$ cat src/sv/kdik_pkg.sv
// ----------------------------------------------------------------------------
// kdik_pkg
// Types, widths, register codes and reset values of the kiwi drive unit.
// ----------------------------------------------------------------------------
package kdik_pkg;

	localparam int NWHEEL     = 3;
	localparam int VEL_W      = 16;
	localparam int COEF_W     = 16;
	localparam int OFS_W      = 12;
	localparam int LIM_W      = 20;
	localparam int SPD_W      = 21;
	localparam int MAG_W      = 20;
	localparam int PROD_W     = VEL_W + COEF_W;
	localparam int ROT_W      = VEL_W + OFS_W + 1;
	localparam int ROT_SHIFT  = 6;
	localparam int ACC_W      = 36;
	localparam int FRAC_BITS  = 14;
	localparam int QUO_W      = ACC_W - FRAC_BITS;
	localparam int NUM_W      = MAG_W + LIM_W;
	localparam int DIV_STEPS  = MAG_W;
	localparam int CFG_IDX_W  = 3;
	localparam int CFG_DATA_W = LIM_W;

	// stage 1..3 front, 4 magnitude, 5 largest, 6 products, 7..26 divide, 27 select
	localparam int FRONT_STAGES = 3;
	localparam int DIV_FIRST    = FRONT_STAGES + 4;
	localparam int LAST_STAGE   = DIV_FIRST + DIV_STEPS;

	typedef logic signed [VEL_W-1:0]  vel_t;
	typedef logic signed [COEF_W-1:0] coef_t;
	typedef logic signed [ROT_W-1:0]  rot_t;
	typedef logic signed [SPD_W-1:0]  speed_t;
	typedef logic        [MAG_W-1:0]  mag_t;
	typedef logic        [NUM_W-1:0]  num_t;

	typedef enum logic [CFG_IDX_W-1:0] {
		CFG_A_COS  = 3'd0,
		CFG_A_SIN  = 3'd1,
		CFG_B_COS  = 3'd2,
		CFG_B_SIN  = 3'd3,
		CFG_C_COS  = 3'd4,
		CFG_C_SIN  = 3'd5,
		CFG_OFFSET = 3'd6,
		CFG_LIMIT  = 3'd7
	} cfg_idx_t;

	localparam logic signed [QUO_W-1:0] SAT_HI = 22'sd1048575;
	localparam logic signed [QUO_W-1:0] SAT_LO = -22'sd1048575;

	localparam coef_t A_COS_RST = 16'sd16384;
	localparam coef_t A_SIN_RST = 16'sd0;
	localparam coef_t B_COS_RST = -16'sd8192;
	localparam coef_t B_SIN_RST = 16'sd14189;
	localparam coef_t C_COS_RST = -16'sd8192;
	localparam coef_t C_SIN_RST = -16'sd14189;
	localparam logic [OFS_W-1:0] OFFSET_RST = 12'd200;
	localparam logic [LIM_W-1:0] LIMIT_RST  = 20'd4000;

endpackage

$ cat src/sv/kdik_wheel_front.sv
// ----------------------------------------------------------------------------
// kdik_wheel_front
// Per-wheel projection: multiply, sum in Q.14, truncate and saturate.
// ----------------------------------------------------------------------------
module kdik_wheel_front (
	input  logic            clk,
	input  logic            en,
	input  kdik_pkg::vel_t  vel_x,
	input  kdik_pkg::vel_t  vel_y,
	input  kdik_pkg::coef_t coef_cos,
	input  kdik_pkg::coef_t coef_sin,
	input  kdik_pkg::rot_t  rot_s1,
	output kdik_pkg::speed_t speed_s3
);
	import kdik_pkg::*;

	logic signed [PROD_W-1:0]         pc_s1;
	logic signed [PROD_W-1:0]         ps_s1;
	logic signed [ROT_W+ROT_SHIFT-1:0] rot_sh;
	logic signed [ACC_W-1:0]          acc_s2;
	logic signed [ACC_W-1:0]          acc_bias;
	logic signed [QUO_W-1:0]          quo;
	speed_t                           speed_d;

	// rotation term is Q.8; move it to Q.14
	assign rot_sh = {rot_s1, {ROT_SHIFT{1'b0}}};

	// bias negatives so the shift truncates toward zero
	assign acc_bias = acc_s2 + ACC_W'({FRAC_BITS{acc_s2[ACC_W-1]}});
	assign quo      = acc_bias[ACC_W-1:FRAC_BITS];

	always_comb begin
		if (quo > SAT_HI) begin
			speed_d = SAT_HI[SPD_W-1:0];
		end else if (quo < SAT_LO) begin
			speed_d = SAT_LO[SPD_W-1:0];
		end else begin
			speed_d = quo[SPD_W-1:0];
		end
	end

	always_ff @(posedge clk) begin
		if (en) begin
			pc_s1    <= vel_x * coef_cos;
			ps_s1    <= vel_y * coef_sin;
			acc_s2   <= ACC_W'(pc_s1) + ACC_W'(ps_s1) + ACC_W'(rot_sh);
			speed_s3 <= speed_d;
		end
	end

endmodule

$ cat config.mk
export PLATFORM = sky130hd
export DESIGN_NAME = kdik_wheel_front
export DESIGN_NICKNAME = d
export VERILOG_FILES = /design/src/sv/kdik_pkg.sv /design/src/sv/kdik_wheel_front.sv
export SDC_FILE = /design/constraint.sdc
export NUM_CORES = 2
export LEC_CHECK = 0
export BUFFER_PORTS_ARGS = -buffer_cell sky130_fd_sc_hd__buf_4
export CORE_MARGIN = 3
export CORE_UTILIZATION = 40
export CTS_BUF_LIST = sky130_fd_sc_hd__clkbuf_4 sky130_fd_sc_hd__clkbuf_8
export CTS_CLUSTER_DIAMETER = 120
export CTS_CLUSTER_SIZE = 16
export DETAILED_ROUTE_END_ITERATION = 8
export GPL_ROUTABILITY_DRIVEN = 0
export PLACE_DENSITY = 0.62
export RECOVER_POWER = 100
export SETUP_SLACK_MARGIN = 0.15
export SLEW_MARGIN = 20
export SYNTH_ARGS = -nofsm -noshare
export SYNTH_HDL_FRONTEND = slang
export SYNTH_SLANG_ARGS = --single-unit
export TNS_END_PERCENT = 20
$ cat constraint.sdc
create_clock -name clk -period 17.4 [get_ports clk]
set_input_delay 1.74 -clock clk [delete_from_list [all_inputs] [get_ports clk]]
set_output_delay 1.74 -clock clk [all_outputs]
set_load 0.005 [all_outputs]
==> results.cfg <==
[timing]
maxSlewHeadroom_pct = -151.1
period_minus_slack_ns = 8.214
tns_ns = 0
slew_violations = 124
hold_viol = 0
max_freq_mhz = 121.7
rsz0062_at_grt = false
setup_viol = 0
skew_ns = 0.01421
timing.final.ws_setup_ns = 9.186
fin_crit_sh_pct = 47.21
worst_slew_pin_slew_ns = 3.766

[yosys]
synth_seq_cells = 121
synth_edf_count = 121
yosys_warnings = 0
ys.flop_type = edfxtp_1
synthCells = 2650
synthDistinctLibCells = 71
async_flop_share_pct = 0
syn_nets = 3516
avgSynthCellArea_sq_um = 9.941
syn_area_sq_um = 26340
ys_seq_area_share_pct = 13.79

[worst_setup_path]
r2r_setup_slack_ns = 12.40
reg2reg_to = speed_s3[12]$_SDFFCE_PP1P_
r2r-start = acc_s2[35]$_DFFE_PP_
crit_path_end_kind = register
r2r_cells = 10
startpoint_type = primary input
worst_ep_required_time_ns = 17.60
arrival_ns = 8.41
critical_path_class = primary input to register
cp_max_fo = 16

[outcome]
violations = capacitance limit, slew limit
outcome = finished, violations left

[final_layout]
mostFrequentLayoutCells = inv_1 (572), fa_1 (554), nand2_1 (278)
area_growth_pct = 7.671
layout-drive-gt1-share_pct = 5.761
layout_commonest_cell = inv_1
fillers = 6126
nets = 3578

[global_routing]
grt_pass1_vias = 20530
grt_pass1_wl_um = 103300
grt_max_degree = 71
track_usage_pct = 18.49
gr-total-overflow = 0
antenna_found_initial = 6

[clock_tree]
cts_buffers = 17
clkLatencyLatePin_ns = 0.45
postCtsSetupBuffers = 0
cts_max_path_buffers = 2
htreeDepth = 4
holdBufCountCts = 0
clkTransAtPathRegs_ns = 0.08
cts-root-buf = clkbuf_8
cts_tree = built
clkSinkCount = 121
cts_repair_resize_count = 0

[worst_hold_path]
min_path_type = register to register
hp-start = pc_s1[0]$_DFFE_PP_
holdPathStages = 1
hold-path-endpoint = acc_s2[0]$_DFFE_PP_

[detailed_routing]
drc_errors = 0
vias = 18250
ant_nets = 0
drt_first_pass_iters = 6
drt_wl_total_um = 60320
viasPerCell = 5.092
routedWlPerCell_um = 16.83
first_iter_violations = 1014

[floorplanning]
die_w_um = 262.6
die_y_um = 262.6
start_util_pct = 40.64
ios = 116
core_area_sq_um = 64810
rows = 93
die-area_sq_um = 68970

[place]
numPortBuffers = 115
hpwl_um = 50870
preCtsSetupSlack_ns = 9.148

[job]
cap_violations = 2
[cells in the mapped netlist (all sizes together), types with 3 or more instances]
master	count	area share, %
xnor2	98	3.3
xor2	23	0.76
or2	5	0.12
o31a	4	0.13
nor2	79	1.1
a21boi	5	0.14
edfxtp	121	14
fa	554	42
nand3	27	0.51
and2	241	5.7
a21o	42	1.2
o21a	12	0.34
maj3	5	0.19
o41ai	3	0.10
a2111oi	3	0.17
clkbuf	71	1.0
o31ai	10	0.34
or3	3	0.076
nand2b	24	0.57
a211o	8	0.27
and3	9	0.22
o21bai	13	0.37
a21oi	94	1.8
o21ai	43	0.83
a211oi	4	0.11
nor3	19	0.38
ha	217	10
nor2b	7	0.17
or4b	3	0.13
nor4	8	0.25
inv	572	8.2
nand2	278	4.0
nand4	7	0.17
o211ai	4	0.11
a31oi	6	0.17
[cell families (layout without fill, tap and decap cells)]
kind of cell               after synthesis  after routing  share of synthesized area, %
muxes                                    3              3                        0.1330
buffers and inverters                  645            720                         9.210
DFF                                    121            121                         13.79
xor gates and xnor gates               121            121                         4.023
adders and majority gates              776            776                         52.60
AOI/OAI and AO/OA                      266            266                         6.597
and+or+nand+nor                        718            718                         13.65
other                                    0              3                             0
[worst max-delay path, stage by stage]
cell       delay (ns)
clkbuf_1         0.59
nand2_1          0.19
fa_1             0.55
fa_1             0.47
fa_1             0.56
inv_1            0.06
fa_1             0.55
fa_1             0.43
fa_1             0.45
ha_1             0.36
a21o_1           0.20
a21oi_1          0.19
o31ai_1          0.15
o41a_1           0.49
a21oi_1          0.22
a311oi_1         0.13
a2111oi_0        0.70
a21oi_1          0.18
xnor2_1          0.17
[layer usage]
layer  GRT usage, %  part of all wire (%)
met1          23.58                    41
met2          31.90                    50
met3          3.380                   5.5
met4          5.859                   3.5
met5              0                 0.094
[stage by stage]
| step | instance area, sq um | hold slack, ns | std cells | utilization (%) |
|---|---|---|---|---|
| 2_1_floorplan | 26340 | 0.5128 | 2650 | - |
| 3_3_place_gp | 28000 | 0.5367 | 3548 | 43.21 |
| 3_5_place_dp | 28000 | 0.5488 | 3548 | 43.21 |
| 4_1_cts | 28400 | 0.5690 | 3580 | 43.83 |
| 5_1_grt | 28360 | 0.5935 | 3581 | 43.75 |
| 6_report | 28360 | 0.5656 | 3583 | 43.76 |
[worst max path at each step]
stage                          end        start  cells past startpoint
6_report       pc_s1[31]$_DFFE_PP_  coef_cos[1]                     19
5_1_grt        pc_s1[31]$_DFFE_PP_  coef_cos[1]                     19
4_1_cts        pc_s1[31]$_DFFE_PP_  coef_cos[4]                     20
3_5_place_dp   pc_s1[31]$_DFFE_PP_  coef_cos[4]                     20
3_3_place_gp   pc_s1[31]$_DFFE_PP_  coef_cos[4]                     20
2_1_floorplan  pc_s1[31]$_DFFE_PP_    vel_x[11]                     19
[state kept, by name (all words and copies together) (netlist names)]
register and cells:
acc_s2 36, pc_s1 32, speed_s3 21, ps_s1 32
[cell type report]
class | count | area (sq um) | area share [%]
multi-input cells | 1884 | 20270 | 71.47
flip-flops and latches | 121 | 3633 | 12.81
inverters | 572 | 2147 | 7.570
well taps | 855 | 1070 | 3.772
repair buffers | 116 | 833.3 | 2.938
clock buffers | 17 | 234.0 | 0.8249
clock inverters | 15 | 166.4 | 0.5867
diodes | 3 | 7.507 | 0.02647
Power is not shown: default switching activity piles up to over one toggle a cycle in this logic, so the estimate is an artifact.
