==> src/sv/kdik_pkg.sv <==
// ----------------------------------------------------------------------------
// kdik_pkg
// Types, widths, register codes and reset values of the kiwi drive unit.
// ----------------------------------------------------------------------------
package kdik_pkg;

	localparam int NWHEEL     = 3;
	localparam int VEL_W      = 16;
	localparam int COEF_W     = 16;
	localparam int OFS_W      = 12;
	localparam int LIM_W      = 20;
	localparam int SPD_W      = 21;
	localparam int MAG_W      = 20;
	localparam int PROD_W     = VEL_W + COEF_W;
	localparam int ROT_W      = VEL_W + OFS_W + 1;
	localparam int ROT_SHIFT  = 6;
	localparam int ACC_W      = 36;
	localparam int FRAC_BITS  = 14;
	localparam int QUO_W      = ACC_W - FRAC_BITS;
	localparam int NUM_W      = MAG_W + LIM_W;
	localparam int DIV_STEPS  = MAG_W;
	localparam int CFG_IDX_W  = 3;
	localparam int CFG_DATA_W = LIM_W;

	// stage 1..3 front, 4 magnitude, 5 largest, 6 products, 7..26 divide, 27 select
	localparam int FRONT_STAGES = 3;
	localparam int DIV_FIRST    = FRONT_STAGES + 4;
	localparam int LAST_STAGE   = DIV_FIRST + DIV_STEPS;

	typedef logic signed [VEL_W-1:0]  vel_t;
	typedef logic signed [COEF_W-1:0] coef_t;
	typedef logic signed [ROT_W-1:0]  rot_t;
	typedef logic signed [SPD_W-1:0]  speed_t;
	typedef logic        [MAG_W-1:0]  mag_t;
	typedef logic        [NUM_W-1:0]  num_t;

	typedef enum logic [CFG_IDX_W-1:0] {
		CFG_A_COS  = 3'd0,
		CFG_A_SIN  = 3'd1,
		CFG_B_COS  = 3'd2,
		CFG_B_SIN  = 3'd3,
		CFG_C_COS  = 3'd4,
		CFG_C_SIN  = 3'd5,
		CFG_OFFSET = 3'd6,
		CFG_LIMIT  = 3'd7
	} cfg_idx_t;

	localparam logic signed [QUO_W-1:0] SAT_HI = 22'sd1048575;
	localparam logic signed [QUO_W-1:0] SAT_LO = -22'sd1048575;

	localparam coef_t A_COS_RST = 16'sd16384;
	localparam coef_t A_SIN_RST = 16'sd0;
	localparam coef_t B_COS_RST = -16'sd8192;
	localparam coef_t B_SIN_RST = 16'sd14189;
	localparam coef_t C_COS_RST = -16'sd8192;
	localparam coef_t C_SIN_RST = -16'sd14189;
	localparam logic [OFS_W-1:0] OFFSET_RST = 12'd200;
	localparam logic [LIM_W-1:0] LIMIT_RST  = 20'd4000;

endpackage

==> src/sv/kdik_div_lane.sv <==
// ----------------------------------------------------------------------------
// kdik_div_lane
// Pipelined restoring divider, one quotient bit per stage, plus sign restore or pass-through of the unscaled speed.
// ----------------------------------------------------------------------------
module kdik_div_lane (
	input  logic             clk,
	input  logic             en,
	input  kdik_pkg::num_t   num,
	input  kdik_pkg::mag_t   den,
	input  kdik_pkg::speed_t spd,
	input  logic             scaled,
	output kdik_pkg::speed_t speed_out
);
	import kdik_pkg::*;

	mag_t   rem_q [DIV_STEPS];
	mag_t   nq_q  [DIV_STEPS];
	mag_t   den_q [DIV_STEPS];
	speed_t spd_q [DIV_STEPS];

	logic [SPD_W-1:0] quo_ext;

	// The high half of the numerator is already below the divisor, so the
	// quotient fits in the low half: shift numerator bits out, quotient bits in.
	for (genvar k = 0; k < DIV_STEPS; k++) begin : g_step
		mag_t       r_in;
		mag_t       nq_in;
		mag_t       d_in;
		speed_t     s_in;
		logic [MAG_W:0] trial;
		logic       ge;

		if (k == 0) begin : g_first
			assign r_in  = num[NUM_W-1:MAG_W];
			assign nq_in = num[MAG_W-1:0];
			assign d_in  = den;
			assign s_in  = spd;
		end else begin : g_next
			assign r_in  = rem_q[k-1];
			assign nq_in = nq_q[k-1];
			assign d_in  = den_q[k-1];
			assign s_in  = spd_q[k-1];
		end

		assign trial = {r_in, nq_in[MAG_W-1]};
		assign ge    = trial >= {1'b0, d_in};

		always_ff @(posedge clk) begin
			if (en) begin
				rem_q[k] <= ge ? MAG_W'(trial - {1'b0, d_in}) : trial[MAG_W-1:0];
				nq_q[k]  <= {nq_in[MAG_W-2:0], ge};
				den_q[k] <= d_in;
				spd_q[k] <= s_in;
			end
		end
	end

	assign quo_ext = {1'b0, nq_q[DIV_STEPS-1]};

	always_ff @(posedge clk) begin
		if (en) begin
			if (!scaled) begin
				speed_out <= spd_q[DIV_STEPS-1];
			end else if (spd_q[DIV_STEPS-1][SPD_W-1]) begin
				speed_out <= -quo_ext;
			end else begin
				speed_out <= quo_ext;
			end
		end
	end

endmodule

==> config.mk <==
export PLATFORM = sky130hd
export DESIGN_NAME = kdik_div_lane
export DESIGN_NICKNAME = d
export VERILOG_FILES = /design/src/sv/kdik_pkg.sv /design/src/sv/kdik_div_lane.sv
export SDC_FILE = /design/constraint.sdc
export NUM_CORES = 2
export LEC_CHECK = 0
export BUFFER_PORTS_ARGS = -buffer_cell sky130_fd_sc_hd__buf_2
export CORE_ASPECT_RATIO = 2
export CORE_MARGIN = 10
export CORE_UTILIZATION = 65
export CTS_BUF_LIST = sky130_fd_sc_hd__clkbuf_8 sky130_fd_sc_hd__clkbuf_16
export DETAILED_ROUTE_END_ITERATION = 6
export PLACE_DENSITY = 0.89
export SLEW_MARGIN = 20
export SYNTH_ARGS = -nofsm -noshare
export SYNTH_HDL_FRONTEND = slang
export SYNTH_SLANG_ARGS = --single-unit
==> constraint.sdc <==
create_clock -name clk -period 5.11 [get_ports clk]
set_input_delay 0.511 -clock clk [delete_from_list [all_inputs] [get_ports clk]]
set_output_delay 0.511 -clock clk [all_outputs]
set_load 0.05 [all_outputs]
==> flow_summary.json <==
{
  "synth_cells": 5292,
  "die_h_um": 493,
  "hold_viol": 0,
  "path_buf_inv": 0,
  "routed_wl_um": 164000,
  "drv_slew": 0,
  "ys_ff_latch": 1601,
  "crit_family": "compound AO/OA/AOI/OAI gates",
  "r2r_cells": 9,
  "crit_required_ns": 5.64,
  "hold_path.class": "in2reg",
  "period_share_pct": 85.0,
  "synthArstFlopShare_pct": 0,
  "seq_area_um2": 48100,
  "finalSetupViolCount": 0,
  "critPathLaunch": "rem_q[16][4]$_DFFE_PP_",
  "worstSetupPathType": "reg2reg",
  "grt_pass1_wl_um": 247000,
  "path_clk_slew_ns": 0.07,
  "hold-path-endpoint": "rem_q[0][8]$_DFFE_PP_",
  "grt_usage_pct": 26.0,
  "powerDensity_nw_per_um2": 589,
  "cpMaxStageDelayCell": "o41ai_1",
  "fillers": 6917,
  "layout.cells.most_common_list": "1601 x edfxtp_1, 533 x inv_1, 401 x ha_1, 378 x a21oi_1, 301 x nand2_1",
  "routabilityCongestion": 1.00,
  "postRouteAntennaNets": 0,
  "hold_start": "num[27]",
  "p_leak_nw": 31.4,
  "critPathMaxStageDelay_ns": 0.95,
  "avgRoutedWirePerCell_um": 23.0,
  "reg2reg_to": "rem_q[17][4]$_DFFE_PP_",
  "fin_area_um2": 80200,
  "synth_edf_count": 1601,
  "tritoncts": "done",
  "synthFlopType": "edfxtp_1",
  "cts_sinks": 1601,
  "worstPathArrival_ns": 4.88,
  "vias_per_cell": 6.07,
  "worstHoldPathCells": 3,
  "max-cap-violations": 0,
  "clk_path_buf_depth": 3,
  "clock-root-buffer": "clkbuf_16",
  "drive_above_1_share_pct": 7.17,
  "synth_cell_types": 85,
  "yosysWarnings": 0,
  "portBuffers": 104,
  "die_x_um": 256,
  "gr-total-overflow": 0,
  "dpl_cell_area_um2": 75200,
  "vias": 43400,
  "numCtsBuffers": 135,
  "clk_latency_ns": 0.79,
  "drc": 0,
  "synth_fp_nets": 5796,
  "floorplan.initialDensity_pct": 65.4,
  "drtIter0Drc": 2736,
  "postCtsSetupRepairBufs": 0,
  "clock_skew_ns": 0.0303,
  "synth.cell_area_um2": 72600,
  "row_count": 173,
  "core_area_um2": 111000,
  "first_pass_iters": 6,
  "endpoint_kind": "flip-flop",
  "syn_to_final_growth_pct": 10.4,
  "crit_top_cell": "nand2_1",
  "worst_pin_slew_ns": 1.14,
  "mostFrequentLayoutCell": "edfxtp_1",
  "fp.dieArea_um2": 126000,
  "cts.htree.levels": 4,
  "status": "finished clean",
  "ys_seq_area_share_pct": 66.2,
  "ioPinCount": 105,
  "r2r-start": "rem_q[16][4]$_DFFE_PP_",
  "avgSynthCellArea_um2": 13.7,
  "slew_headroom_pct": 22.9,
  "multi_input_area_um2": 22300,
  "fin_nets": 6058,
  "setup_tns_ns": 0,
  "crit_fanout": 22,
  "antenna_found_initial": 11,
  "period_minus_slack_ns": 4.34,
  "dpl.hpwl_um": 117000,
  "crit_chain": "ha_1 -> o21a_1 -> o2111ai_1 -> a31oi_1 -> nor4_1 -> o41ai_1 -> nand2_1 -> nand2_1 -> mux2_1",
  "grt_max_degree": 200,
  "ir_drop_mv": 0.433,
  "rsz0062_at_grt": "no",
  "cp-start-kind": "flip-flop",
  "fmax_mhz": 230,
  "grt_pass1_vias": 46000,
  "r2r_slack_ns": 0.77
}
-- cell families after synthesis --
logic type / share of synthesized area (%)
flip-flops: 66.2
XOR/XNOR: 3.75
buffers and inverters: 3.20
adder cells (fa/ha/maj): 7.43
AND/OR/NAND/NOR: 6.51
multiplexers: 2.71
AO/OA/AOI/OAI: 10.2
-- worst max-delay path by stage --
stage | to | slack [ns] | cells after the start
finish | rem_q[17][4]$_DFFE_PP_ | 0.77 | 9
global route | rem_q[17][6]$_DFFE_PP_ | 0.75 | 10
CTS | rem_q[17][4]$_DFFE_PP_ | 0.86 | 10
detailed placement | rem_q[17][5]$_DFFE_PP_ | 0.89 | 10
global placement | rem_q[17][3]$_DFFE_PP_ | 0.98 | 8
floorplan | rem_q[4][18]$_DFFE_PP_ | 2.05 | 10
-- metal layers --
layer | vias to the layer above | GRT usage [%] | routed length (µm)
li1 | 20200 | - | -
met1 | 20900 | 19.3 | 44900
met2 | 1491 | 50.7 | 92800
met3 | 754 | 4.36 | 6210
met4 | 4 | 28.7 | 20400
met5 | - | 0 | 29
-- what timing repair did --
| action | 4_1_cts | 5_1_grt |
|---|---|---|
| hold buffers | 69 | 0 |
| gates resized for setup | 0 | 0 |
| hold endpoints to repair | 69 | 0 |
-- where the power goes --
| part | switching [mW] | internal (mW) | total [mW] |
|---|---|---|---|
| Sequential | 1.26 | 17.9 | 19.1 |
| Combinational | 10.7 | 7.28 | 18.0 |
| Clock | 4.63 | 5.43 | 10.1 |
-- synthesized netlist by cell type (all sizes together), types with 7 or more instances --
| master | number | area (µm²) |
|---|---|---|
| mux2 | 155 | 1810 |
| o21bai | 31 | 233 |
| or3 | 26 | 163 |
| a21boi | 16 | 120 |
| xnor2 | 168 | 1470 |
| nand2 | 301 | 1130 |
| nor2b | 46 | 288 |
| or4 | 10 | 75.1 |
| o211ai | 16 | 120 |
| a211oi | 19 | 143 |
| ha | 401 | 5020 |
| a311o | 7 | 70.1 |
| nor4 | 29 | 181 |
| nand4b | 8 | 70.1 |
| a2111oi | 11 | 98.9 |
| o21a | 51 | 383 |
| inv | 508 | 1910 |
| o31a | 17 | 149 |
| o21ai | 302 | 1510 |
| nand4 | 58 | 363 |
| a21o | 157 | 1180 |
| clkbuf | 76 | 285 |
| nand3 | 65 | 325 |
| edfxtp | 1601 | 48100 |
| o31ai | 29 | 218 |
| a31oi | 50 | 319 |
| a21oi | 378 | 1890 |
| nand2b | 58 | 363 |
| mux2i | 16 | 160 |
| and2 | 8 | 50.1 |
| o2111ai | 10 | 87.6 |
| nor3 | 54 | 270 |
| xor2 | 143 | 1250 |
| nor2 | 273 | 1020 |
| and3 | 23 | 144 |
| a41oi | 8 | 77.6 |
| a211o | 14 | 123 |
| o41ai | 17 | 164 |
| fa | 19 | 380 |
| buf | 24 | 130 |
-- worst min-delay path, stage by stage --
cell,delay [ns]
buf_2,0.09
nand2_1,0.04
o21ai_1,0.06
-- state kept, by name, summed over array words and instances (netlist names) --
register   cells
spd_q        420
nq_q         400
den_q        380
rem_q        380
speed_out     21
-- through the flow --
| stage | std cells | hold WS (ns) | util [%] | setup slack (ns) | total power, mW |
|---|---|---|---|---|---|
| floorplan | 5292 | 0.400 | - | 2.05 | 31.6 |
| global placement | 6833 | 0.400 | 67.7 | 0.980 | 36.0 |
| detailed placement | 6833 | 0.405 | 67.7 | 0.886 | 36.8 |
| CTS | 7137 | 0.00167 | 72.1 | 0.860 | 47.0 |
| global route | 7147 | 0.0295 | 72.2 | 0.747 | 49.6 |
| finish | 7150 | 0.0409 | 72.2 | 0.768 | 47.2 |
-- area by class of cell --
| type | instances | area share (%) |
|---|---|---|
| repair buffers | 225 | 2.14 |
| multi-input cells | 3082 | 27.9 |
| inverters | 509 | 2.38 |
| diodes | 11 | 0.0343 |
| flip-flops and latches | 1601 | 60.0 |
| well taps | 1487 | 2.32 |
| clock buffers | 138 | 4.31 |
| clock inverters | 97 | 0.966 |
Note: power is estimated with default switching activity, not from simulation.
